[src/hw/rtl/cdq_pkg.sv]
// cdq_pkg: operation codes, field widths and reset constants of the circular deque
// no dependencies; used by the interfaces, the top level and the checker

package cdq_pkg;

    localparam int FUNC_W  = 3;
    localparam int VALUE_W = 32;
    localparam int CAP_W   = 7;

    localparam int CAP_RESET = 64;

    localparam logic [FUNC_W-1:0] FUNC_QUERY      = 3'd0;
    localparam logic [FUNC_W-1:0] FUNC_PUSH_FRONT = 3'd1;
    localparam logic [FUNC_W-1:0] FUNC_PUSH_BACK  = 3'd2;
    localparam logic [FUNC_W-1:0] FUNC_POP_FRONT  = 3'd3;
    localparam logic [FUNC_W-1:0] FUNC_POP_BACK   = 3'd4;

    localparam logic [VALUE_W-1:0] EMPTY_VALUE = '1;

endpackage

[src/hw/rtl/cdq_if.sv]
// cdq_in_if / cdq_out_if: valid-ready channels of the circular deque
// depends on cdq_pkg for the field widths

interface cdq_in_if;
    logic                                 valid;
    logic                                 ready;
    logic [cdq_pkg::FUNC_W-1:0]           func;
    logic signed [cdq_pkg::VALUE_W-1:0]   value;

    modport source (output valid, output func, output value, input ready);
    modport sink   (input valid, input func, input value, output ready);
endinterface

interface cdq_out_if;
    logic                                 valid;
    logic                                 ready;
    logic                                 ok;
    logic signed [cdq_pkg::VALUE_W-1:0]   front_value;
    logic signed [cdq_pkg::VALUE_W-1:0]   rear_value;
    logic                                 is_empty;
    logic                                 is_full;

    modport source (output valid, output ok, output front_value, output rear_value,
                    output is_empty, output is_full, input ready);
    modport sink   (input valid, input ok, input front_value, input rear_value,
                    input is_empty, input is_full, output ready);
endinterface

[src/hw/rtl/cdq_ram.sv]
// cdq_ram: ring store of the deque, one write port and one registered read port
// no dependencies

module cdq_ram #(
    parameter int DEPTH      = 64,
    parameter int DATA_WIDTH = 32
) (
    input  logic                          i_clk,
    input  logic                          i_wr_en,
    input  logic [$clog2(DEPTH)-1:0]      i_wr_addr,
    input  logic [DATA_WIDTH-1:0]         i_wr_data,
    input  logic                          i_rd_en,
    input  logic [$clog2(DEPTH)-1:0]      i_rd_addr,
    output logic [DATA_WIDTH-1:0]         o_rd_data
);

    logic [DATA_WIDTH-1:0] r_mem [DEPTH];

    always_ff @(posedge i_clk) begin
        if (i_wr_en) begin
            r_mem[i_wr_addr] <= i_wr_data;
        end
    end

    always_ff @(posedge i_clk) begin
        if (i_rd_en) begin
            o_rd_data <= r_mem[i_rd_addr];
        end
    end

endmodule

[src/hw/rtl/circular_deque.sv]
// circular_deque: double-ended queue in a ring store, capacity set by a register
// query and push results are registered and shown in the next cycle; a pop that leaves
// elements behind first passes through the read state, as it reads the new end from the store
// throughput: one push or query per cycle while the result is taken; no new request during a pop's store read
// reset (synchronous, active low) empties the deque and sets capacity to 64, or to DEPTH if smaller;
// a capacity write empties it too. depends on cdq_pkg, cdq_if and cdq_ram

module circular_deque #(
    parameter int DEPTH      = 64,
    parameter int DATA_WIDTH = 32
) (
    input  logic                       i_clk,
    input  logic                       i_rst_n,
    cdq_in_if.sink                     i_in,
    cdq_out_if.source                  o_out,
    input  logic                       i_cfg_we,
    input  logic [cdq_pkg::CAP_W-1:0]  i_cfg_wdata
);

    localparam int AW = $clog2(DEPTH);
    localparam int CW = (AW + 1 > cdq_pkg::CAP_W) ? AW + 1 : cdq_pkg::CAP_W;
    localparam int RESET_LAST =
        ((cdq_pkg::CAP_RESET > DEPTH) ? DEPTH : cdq_pkg::CAP_RESET) - 1;

    localparam logic ST_IDLE = 1'b0;
    localparam logic ST_READ = 1'b1;

    logic                  r_state;
    logic [AW-1:0]         r_head;
    logic [AW-1:0]         r_tail;
    logic [AW-1:0]         r_last;
    logic                  r_empty;
    logic                  r_full;
    logic                  r_ok;
    logic                  r_out_valid;
    logic                  r_pend_front;
    logic [DATA_WIDTH-1:0] r_front;
    logic [DATA_WIDTH-1:0] r_rear;

    logic [AW-1:0]         n_head;
    logic [AW-1:0]         n_tail;
    logic                  n_empty;
    logic                  n_full;
    logic                  n_ok;
    logic [DATA_WIDTH-1:0] n_front;
    logic [DATA_WIDTH-1:0] n_rear;

    logic                  accept;
    logic                  wr_en;
    logic [AW-1:0]         wr_addr;
    logic                  rd_en;
    logic [AW-1:0]         rd_addr;
    logic                  rd_front;
    logic [DATA_WIDTH-1:0] rd_data;
    logic [DATA_WIDTH-1:0] val_store;
    logic [DATA_WIDTH+cdq_pkg::VALUE_W-1:0] val_ext;
    logic [DATA_WIDTH+cdq_pkg::VALUE_W-1:0] front_ext;
    logic [DATA_WIDTH+cdq_pkg::VALUE_W-1:0] rear_ext;

    logic [AW-1:0]         head_inc;
    logic [AW-1:0]         head_dec;
    logic [AW-1:0]         tail_inc;
    logic [AW-1:0]         tail_dec;
    logic [AW-1:0]         n_tail_inc;
    logic [CW-1:0]         cap_ext;
    logic [AW-1:0]         cap_last;

    assign i_in.ready = (r_state == ST_IDLE) && (!r_out_valid || o_out.ready);
    assign accept     = i_in.valid && i_in.ready;

    assign val_ext   = {{DATA_WIDTH{1'b0}}, i_in.value};
    assign val_store = val_ext[DATA_WIDTH-1:0];

    // ring steps wrap at the last slot in use
    assign head_inc = (r_head == r_last) ? '0 : r_head + 1'b1;
    assign head_dec = (r_head == '0) ? r_last : r_head - 1'b1;
    assign tail_inc = (r_tail == r_last) ? '0 : r_tail + 1'b1;
    assign tail_dec = (r_tail == '0) ? r_last : r_tail - 1'b1;

    // capacity of zero acts as one, above the built depth as the depth
    always_comb begin
        cap_ext = CW'(i_cfg_wdata);
        if (cap_ext == '0) begin
            cap_last = '0;
        end else if (cap_ext > CW'(DEPTH)) begin
            cap_last = AW'(DEPTH - 1);
        end else begin
            cap_last = AW'(cap_ext - 1'b1);
        end
    end

    always_comb begin
        n_head   = r_head;
        n_tail   = r_tail;
        n_empty  = r_empty;
        n_front  = r_front;
        n_rear   = r_rear;
        n_ok     = 1'b1;
        wr_en    = 1'b0;
        wr_addr  = '0;
        rd_en    = 1'b0;
        rd_addr  = '0;
        rd_front = 1'b0;
        unique case (i_in.func) inside
            cdq_pkg::FUNC_PUSH_FRONT, cdq_pkg::FUNC_PUSH_BACK: begin
                if (r_full) begin
                    n_ok = 1'b0;
                end else if (r_empty) begin
                    n_head  = '0;
                    n_tail  = '0;
                    n_empty = 1'b0;
                    wr_en   = 1'b1;
                    wr_addr = '0;
                    n_front = val_store;
                    n_rear  = val_store;
                end else if (i_in.func == cdq_pkg::FUNC_PUSH_FRONT) begin
                    n_head  = head_dec;
                    wr_en   = 1'b1;
                    wr_addr = head_dec;
                    n_front = val_store;
                end else begin
                    n_tail  = tail_inc;
                    wr_en   = 1'b1;
                    wr_addr = tail_inc;
                    n_rear  = val_store;
                end
            end
            cdq_pkg::FUNC_POP_FRONT, cdq_pkg::FUNC_POP_BACK: begin
                if (r_empty) begin
                    n_ok = 1'b0;
                end else if (r_head == r_tail) begin
                    n_head  = '0;
                    n_tail  = '0;
                    n_empty = 1'b1;
                end else if (i_in.func == cdq_pkg::FUNC_POP_FRONT) begin
                    n_head   = head_inc;
                    rd_en    = 1'b1;
                    rd_addr  = head_inc;
                    rd_front = 1'b1;
                end else begin
                    n_tail  = tail_dec;
                    rd_en   = 1'b1;
                    rd_addr = tail_dec;
                end
            end
            default: begin
            end
        endcase
        n_tail_inc = (n_tail == r_last) ? '0 : n_tail + 1'b1;
        n_full     = !n_empty && (n_tail_inc == n_head);
    end

    cdq_ram #(
        .DEPTH      (DEPTH),
        .DATA_WIDTH (DATA_WIDTH)
    ) u_ram (
        .i_clk     (i_clk),
        .i_wr_en   (accept && wr_en),
        .i_wr_addr (wr_addr),
        .i_wr_data (val_store),
        .i_rd_en   (accept && rd_en),
        .i_rd_addr (rd_addr),
        .o_rd_data (rd_data)
    );

    always_ff @(posedge i_clk) begin
        if (!i_rst_n) begin
            r_state     <= ST_IDLE;
            r_head      <= '0;
            r_tail      <= '0;
            r_last      <= AW'(RESET_LAST);
            r_empty     <= 1'b1;
            r_full      <= 1'b0;
            r_out_valid <= 1'b0;
        end else if (i_cfg_we) begin
            r_last  <= cap_last;
            r_head  <= '0;
            r_tail  <= '0;
            r_empty <= 1'b1;
            r_full  <= 1'b0;
        end else begin
            unique case (r_state)
                ST_IDLE: begin
                    if (accept) begin
                        r_head  <= n_head;
                        r_tail  <= n_tail;
                        r_empty <= n_empty;
                        r_full  <= n_full;
                        if (rd_en) begin
                            r_state     <= ST_READ;
                            r_out_valid <= 1'b0;
                        end else begin
                            r_out_valid <= 1'b1;
                        end
                    end else if (o_out.ready) begin
                        r_out_valid <= 1'b0;
                    end
                end
                ST_READ: begin
                    r_state     <= ST_IDLE;
                    r_out_valid <= 1'b1;
                end
                default: begin
                    r_state <= ST_IDLE;
                end
            endcase
        end
    end

    // payload: cached end values and the result flag
    always_ff @(posedge i_clk) begin
        if (r_state == ST_IDLE && accept) begin
            r_front      <= n_front;
            r_rear       <= n_rear;
            r_ok         <= n_ok;
            r_pend_front <= rd_front;
        end else if (r_state == ST_READ) begin
            if (r_pend_front) begin
                r_front <= rd_data;
            end else begin
                r_rear <= rd_data;
            end
        end
    end

    assign front_ext = {{cdq_pkg::VALUE_W{1'b0}}, r_front};
    assign rear_ext  = {{cdq_pkg::VALUE_W{1'b0}}, r_rear};

    assign o_out.valid       = r_out_valid;
    assign o_out.ok          = r_ok;
    assign o_out.is_empty    = r_empty;
    assign o_out.is_full     = r_full;
    assign o_out.front_value = r_empty ? cdq_pkg::EMPTY_VALUE
                                       : front_ext[cdq_pkg::VALUE_W-1:0];
    assign o_out.rear_value  = r_empty ? cdq_pkg::EMPTY_VALUE
                                       : rear_ext[cdq_pkg::VALUE_W-1:0];

endmodule

[src/flat_wrapper.sv]
// flat-port wrapper written by rule: the top's interface ports become plain ports
module circular_deque_flat 
#(
    parameter int DEPTH      = 64,
    parameter int DATA_WIDTH = 32
)
  (i_clk, i_rst_n, i_cfg_we, i_cfg_wdata, i_in_valid, i_in_func, i_in_value, i_in_ready, o_out_valid, o_out_ok, o_out_front_value, o_out_rear_value, o_out_is_empty, o_out_is_full, o_out_ready);
  cdq_in_if i_in_i ();
  cdq_out_if o_out_i ();
  input  logic i_clk;
  input  logic i_rst_n;
  input  logic i_cfg_we;
  input  logic [cdq_pkg::CAP_W-1:0] i_cfg_wdata;
  input wire logic [$bits(i_in_i.valid)-1:0] i_in_valid;
  input wire logic [$bits(i_in_i.func)-1:0] i_in_func;
  input wire logic [$bits(i_in_i.value)-1:0] i_in_value;
  output wire logic [$bits(i_in_i.ready)-1:0] i_in_ready;
  output wire logic [$bits(o_out_i.valid)-1:0] o_out_valid;
  output wire logic [$bits(o_out_i.ok)-1:0] o_out_ok;
  output wire logic [$bits(o_out_i.front_value)-1:0] o_out_front_value;
  output wire logic [$bits(o_out_i.rear_value)-1:0] o_out_rear_value;
  output wire logic [$bits(o_out_i.is_empty)-1:0] o_out_is_empty;
  output wire logic [$bits(o_out_i.is_full)-1:0] o_out_is_full;
  input wire logic [$bits(o_out_i.ready)-1:0] o_out_ready;
  assign i_in_i.valid = i_in_valid;
  assign i_in_i.func = i_in_func;
  assign i_in_i.value = i_in_value;
  assign i_in_ready = i_in_i.ready;
  assign o_out_valid = o_out_i.valid;
  assign o_out_ok = o_out_i.ok;
  assign o_out_front_value = o_out_i.front_value;
  assign o_out_rear_value = o_out_i.rear_value;
  assign o_out_is_empty = o_out_i.is_empty;
  assign o_out_is_full = o_out_i.is_full;
  assign o_out_i.ready = o_out_ready;
  circular_deque #(.DEPTH(DEPTH), .DATA_WIDTH(DATA_WIDTH)) u_core (.i_clk(i_clk), .i_rst_n(i_rst_n), .i_in(i_in_i), .o_out(o_out_i), .i_cfg_we(i_cfg_we), .i_cfg_wdata(i_cfg_wdata));
endmodule
[config.mk]
export PLATFORM = sky130hd
export DESIGN_NAME = circular_deque_flat
export DESIGN_NICKNAME = d
export VERILOG_FILES = /design/src/hw/rtl/cdq_pkg.sv /design/src/hw/rtl/cdq_if.sv /design/src/hw/rtl/cdq_ram.sv /design/src/hw/rtl/circular_deque.sv /design/src/flat_wrapper.sv
export SDC_FILE = /design/constraint.sdc
export NUM_CORES = 2
export LEC_CHECK = 0
export BUFFER_PORTS_ARGS = -buffer_cell sky130_fd_sc_hd__buf_2
export CAP_MARGIN = 25
export CORE_MARGIN = 1.5
export CORE_UTILIZATION = 65
export DETAILED_ROUTE_END_ITERATION = 16
export GPL_TIMING_DRIVEN = 1
export PLACE_DENSITY = 0.89
export SETUP_SLACK_MARGIN = 0.05
export SYNTH_ARGS = -nofsm -noshare
export SYNTH_HDL_FRONTEND = slang
export SYNTH_HIERARCHICAL = 1
export SYNTH_SLANG_ARGS = --single-unit
[constraint.sdc]
create_clock -name i_clk -period 8.6 [get_ports i_clk]
set_input_delay 0.86 -clock i_clk [delete_from_list [all_inputs] [get_ports i_clk]]
set_output_delay 0.86 -clock i_clk [all_outputs]
set_load 0.01 [all_outputs]
# --- Yosys cells after proc, flatten, opt, wreduce, memory -nomap -nowiden ---
# Memory sizes are Yosys's and may differ from the RTL's. A register that Yosys moved wholly into a read port is not among the register bits.
# Cells that the tools add are included.
totals:
  reg_bits: 88
  mem_bits_rw: 2048
  in_bits: 47
  out_inout_bits: 69
  memories: 1
memory_table:
  columns: ["name", "words", "word_bits", "read_ports", "rd_clocked_by_memory_dff", "write_ports", "line_no", "source"]
  rows:
  - ["u_core.u_ram.r_mem", 64, 32, 1, 1, 1, "cdq_ram.sv:17", "logic [DATA_WIDTH-1:0] r_mem [DEPTH];"]
op_classes:
  addsub: 6
  n_lt_le_gt_ge: 1
  eq_ne: 15
  n_mux: 66
  n_bitwise: 4
  n_reduce_logical: 22
op_table:
  columns: ["operator", "n"]
  rows:
  - ["$mux W32", 16]
  - ["$mux W6", 27]
  - ["$eq A6 B6 Y1", 5]
  - ["$pmux W6 S2", 2]
  - ["$add A6 B1 Y6 const B", 3]
  - ["$sub A6 B1 Y6 const B", 3]
  - ["$mux W1", 17]
  - ["$logic_not A6 Y1", 2]
  - ["$reduce_and A5 Y1", 2]
  - ["$pmux W1 S2", 4]
  - ["$gt A7 B7 Y1 const B", 1]
  - ["$logic_not A7 Y1", 1]
  - ["$eq A3 B2 Y1 const B", 2]
  - ["$logic_and A1 B1 Y1", 6]
  - ["$ne A2 B2 Y1 const B", 3]
  - ["$ne A3 B2 Y1 const B", 2]
  - ["$reduce_or A2 Y1", 3]
  - ["$not A1 Y1", 4]
  - ["$reduce_and A2 Y1", 2]
  - ["$reduce_bool A2 Y1", 2]
  - ["$eq A3 B1 Y1 const B", 1]
  - ["$eq A3 B3 Y1 const B", 1]
  - ["$ne A3 B1 Y1 const B", 1]
  - ["$reduce_or A3 Y1", 1]
  - ["other kinds (2)", 3]

# --- Depth between registers and ports, before layout ---
depth:
  ltp_word: 10
  depth_mapped: 18

# --- Hierarchy ---
# The synthesis kept the hierarchy.
by_module_without_submodules:
  columns: ["module", "n_inst", "cells_each", "area_each_um2", "seq_area_each_um2"]
  rows:
  - ["cdq_ram", 1, 3324, 78835.6, 62459.9]
  - ["circular_deque", 1, 687, 5861.9, 2422.3]

# --- Worst setup path after synthesis ---
# OpenSTA, ideal clock, no wires.
synth_path:
  kind: "in2reg"
  startpoint: "input i_in_func[1]"
  endpoint: "memory u_core.u_ram.r_mem[48][0], enable pin"
  setup_ns: 0.461
  t_arrival_ns: 4.577
  required_time_ns: 8.139
  slack_ns: 3.562
  path_stages: 10
  path_buffers: 3
  cell_sequence: "clkbuf_1 clkbuf_1 nor3b_1 a211oi_1 nor2_1 nor2_1 clkbuf_1 nor2b_1 nand4b_1 nor3_1"
synth_rtl:
  columns: ["element", "line_no", "source"]
  rows:
  - ["start, declared", "flat_wrapper.sv:15", "input wire logic [$bits(i_in_i.func)-1:0] i_in_func;"]
  - ["$eq A3 B1 Y1", "circular_deque.sv:116", "end else if (i_in.func == cdq_pkg::FUNC_PUSH_FRONT) begin"]
  - ["$mux W6", "circular_deque.sv:116", null]
  - ["$mux W6", "circular_deque.sv:108", "end else if (r_empty) begin"]
  - ["$mux W6", "circular_deque.sv:106", "if (r_full) begin"]
  - ["$mux W6 (*)", "circular_deque.sv:104", "unique case (i_in.func) inside"]
  - ["net u_core.wr_addr[3]", "circular_deque.sv:50", "logic [AW-1:0] wr_addr;"]
  - ["end, declared", "cdq_ram.sv:17", null]
# The timed path passes the listed nets; every way through them passes the cells marked *.

# --- Worst setup path after layout ---
layout_path:
  startpoint: "register u_core.r_tail[0]"
  endpoint: "register u_core.u_ram.o_rd_data[27], read port of u_core.u_ram.r_mem, data pin"
layout_between:
  elab_chain_len: 6
layout_rtl:
  columns: ["element", "line_no", "source"]
  rows:
  - ["start, declared", "circular_deque.sv:30", "logic [AW-1:0] r_tail;"]
  - ["start signal, assigned", "circular_deque.sv:186", "r_tail <= n_tail;"]
  - ["$sub A6 B1 Y6 or $logic_not A6 Y1 (tied branches)", "circular_deque.sv:78", "assign tail_dec = (r_tail == '0) ? r_last : r_tail - 1'b1;"]
  - ["$mux W6", "circular_deque.sv:78", null]
  - ["$mux W6", "circular_deque.sv:135", "end else if (i_in.func == cdq_pkg::FUNC_POP_FRONT) begin"]
  - ["$mux W6 (*)", "circular_deque.sv:131", "end else if (r_head == r_tail) begin"]
  - ["$mux W6 (*)", "circular_deque.sv:129", "if (r_empty) begin"]
  - ["$mux W6 (*)", "circular_deque.sv:104", null]
  - ["net u_core.rd_addr[1]", "circular_deque.sv:52", "logic [AW-1:0] rd_addr;"]
  - ["end, declared", "cdq_ram.sv:14", "output logic [DATA_WIDTH-1:0] o_rd_data"]
# Marks and branches as above.
# A chain may end at the register's enable or synchronous reset.

==> results.toml <==
[status]
status = "completed"

[route]
ant_nets = 0
detailroute.via_count = 48900
first_pass_iters = 6
1st_iter_drt_viols = 9528
detail_route.vias_per_cell = 7.96
routed_wl_mm = 275
wire_per_inst_microns = 44.8
drc_errors = 0

[sta]
finalClockSkew_ps = 46.7
maxSlewHeadroom_pct = 19.6
fmax_mhz = 166
final-setup-viol-count = 0
pins_over_slew_limit = 0
rsz0062_at_grt = "no"
fin_crit_sh_pct = 70.1
worst_pin_slew_ps = 1200
post-route-min-period_ps = 6030
hold_slack_ps = 255
fin_tns_setup_ps = 0
final-hold-violation-count = 0

[finish]
instances_no_fill = 6148
fillerInstances = 6409
post_route_cells_drive_above_1_share_pct = 27.9
numnets_final = 4292
layout.area.seq_sq_um = 64900
footprint_of_the_multi_input_gates_sq_um = 19200
syn2layout_area_growth_pct = 11.7

[clock_network]
ctsHtreeMaxLevel = 4
numClockSinks = 2168
cts_resizes = 0
cts_hold_buf = 0
clock_slew_at_the_register_clock_pins_of_the_worst_setup_and_hold_paths_ps = 60
clkLatencyLatePin_ps = 870
cts_tree = "built"
cts.repair_timing.setup_buffer_count = 0
clk_root_buffer_cell = "clkbuf_16"
cts.path.max_buffers = 3
numCtsBuffers = 201

[setup_path]
reg2reg_from = "u_core/r_tail[0]$_SDFFE_PP0P_"
timing.critical_path.cells = "inv_1 -> ha_1 -> or4b_4 -> nor3_1 -> nor3_1 -> a21oi_1 -> nor2_4 -> buf_12 -> buf_4 -> mux4_2 -> mux4_2 -> o22ai_1 -> nor2_1"
worstPathRequired_ps = 9170
worstSetupEndpointType = "flip-flop"
worst-path-max-fanout = 97
criticalPathCategory = "reg2reg"
critical_register_to_register_path_endpoint = "u_core/u_ram/o_rd_data[27]$_DFFE_PP_"
path_depth = 13
cell_family_contributing_the_most_delay_on_the_critical_path = "buffers and inverters"
setup.worst_path.start = "u_core/r_tail[0]$_SDFFE_PP0P_"
r2r_cells = 13
worst-path-buf-inv = 3
max_stage_delay_ps = 810
critical_path.startpoint_type = "flip-flop"
reg2reg_slack_ps = 2570
worstPathArrival_ps = 6600
crit_slowest_cell = "dfxtp_1"

[grt]
grt_overflow = 0
use_met1_pct = 50.9
grt_start_max_net_pins = 106
grt_util_met2_pct = 63.5
grt_antenna_before_repair = 10
grt.busiest_layer = "met2"
grt_pass1_vias = 48000
grt_pass1_wl_mm = 374
grtUsageTotal_pct = 41.9
gr-usage-met3_pct = 12.4

[power_and_ir_drop]
internal-power_mw = 16.4
clk_network_pwr_share_pct = 41.9
p_leak_nw = 28.5
comb_power_share_pct = 2.3
pwr-share-seq_pct = 55.8
p_sw_mw = 4.49
power.ir.vdd_worst_uv = 209
power.total_mw = 20.9
sw_frac_of_total_pct = 21.5
power.density_cell_area_nw_per_um2 = 221

[run]
maxCapViolCount = 0

[synthesis]
synth_xor_xnor_area_share_pct = 0.445
yosys_warnings = 6
edff_count_synth = 2146
ys_top_cells_by_count = "edfxtp_1, mux4_2, nor2_1, nand2_1, clkbuf_1"
synth.yosys.seq_area_share_pct = 76.6
yosys-top-cells-area = "edfxtp_1, mux4_2, mux2i_1, nor2_1, nand2_1"
synth_compound_gate_area_share_pct = 2.64
postSynth.asyncResetShare_pct = 0
syn-num-nets = 4065
synth_area_leader_cell = "edfxtp_1"
synth-simple-area-share_pct = 3.15
syn-instance-count = 4011
synth.distinct_cells = 80
syn_area_sq_um = 84700
post-synth-top-count-cell = "edfxtp_1"
synthAdderAreaFrac_pct = 0.127
synth_top_family_by_area = "multiplexers"
postSynthRegisterBits = 2168
synth_ff_type = "edfxtp_1"
synthDominantCellAreaShare_pct = 76.1
postSynthAreaPerCell_sq_um = 21.1
synth.mux.area_fraction_pct = 15.7

[placement]
gp_congestion = 0.919
placed_cells = 5754
port-buffer-count = 115
hpwl_mm = 135

[min_path]
hold_path_class = "in2reg"
number_of_cells_on_the_worst_hold_path = 2
worst_hold_path.endpoint = "u_core/r_last[5]$_SDFFE_PN1P_"
worst_hold_startpoint = "i_rst_n"

[floorplan]
die_width_microns = 364
core_area_sq_um = 129000
initial_core_util_pct = 65.5
io-pin-count = 116
fp.dieH_microns = 364
row_count = 132
design.die.area_sq_um = 132000
==> power groups by stage <==
stage          sequential, mW  combinational (mW)  clock [mW]
6_report                 11.6               0.481        8.73
3_5_place_dp             11.9               0.430           0
4_1_cts                  11.6               0.441        8.70
3_3_place_gp             11.9               0.402           0
2_1_floorplan            11.9               0.179           0
5_1_grt                  11.6               0.497        9.07
==> flip-flops by register name, indices dropped and copies added (netlist names), 6 cells and up <==
name,flops
u_core/r_tail,6
u_core/r_last,6
u_core/u_ram/r_mem,2048
u_core/r_front,32
u_core/u_ram/o_rd_data,32
u_core/r_head,6
u_core/r_rear,32
==> through the flow <==
stage	instance area (sq um)	setup WS (ps)	util, %
global route	94600	2450	73.1
detailed placement	88000	2750	68.0
CTS	94100	2940	72.8
floorplan	84700	3560	-
global placement	87900	2890	68.0
finish	94600	2570	73.1
==> layer usage <==
metal / part of all wire (%) / vias up
li1: - / 17100
met1: 29 / 24000
met2: 46 / 6108
met3: 15 / 1641
met4: 10 / 10
met5: 0.021 / -
==> cell type report <==
type | count | area share [%]
Inverter | 18 | 0.0714
Clock buffer | 248 | 5.50
Sequential cell | 2168 | 68.6
Tap cell | 1742 | 2.30
Multi-Input combinational cell | 1593 | 20.3
Timing Repair Buffer | 256 | 2.20
Clock inverter | 120 | 1.00
Antenna cell | 3 | 0.00794
==> worst max-delay path by stage <==
stage	to	slack, ps
floorplan	u_core/u_ram/r_mem[48][0]$_DFFE_PP_	3560
global placement	u_core/u_ram/o_rd_data[5]$_DFFE_PP_	2890
detailed placement	u_core/u_ram/o_rd_data[2]$_DFFE_PP_	2750
CTS	u_core/u_ram/o_rd_data[1]$_DFFE_PP_	2940
global route	u_core/u_ram/o_rd_data[5]$_DFFE_PP_	2450
finish	u_core/u_ram/o_rd_data[27]$_DFFE_PP_	2570
==> layout by cell type, fill, tap and decap left out, types with 56 or more instances in the layout <==
| master | Yosys | layout |
|---|---|---|
| a21oi_1 | 90 | 89 |
| o22ai_1 | 87 | 87 |
| nand2_1 | 166 | 164 |
| buf_2 | 59 | 115 |
| nor2_1 | 189 | 122 |
| mux2i_1 | 100 | 100 |
| or2_2 | 68 | 69 |
| nor2_4 | 0 | 66 |
| buf_4 | 26 | 106 |
| clkbuf_16 | 0 | 201 |
| mux4_2 | 544 | 544 |
| clkinv_1 | 0 | 56 |
| edfxtp_1 | 2146 | 2146 |
==> logic make-up after synthesis <==
| group | Yosys count |
|---|---|
| DFF | 2168 |
| buffers and inverters | 250 |
| muxes | 646 |
| adders and majority gates | 9 |
| xor gates and xnor gates | 43 |
| and+or+nand+nor | 563 |
| AOI/OAI and AO/OA | 332 |
Note: power is estimated with default switching activity, not from simulation.
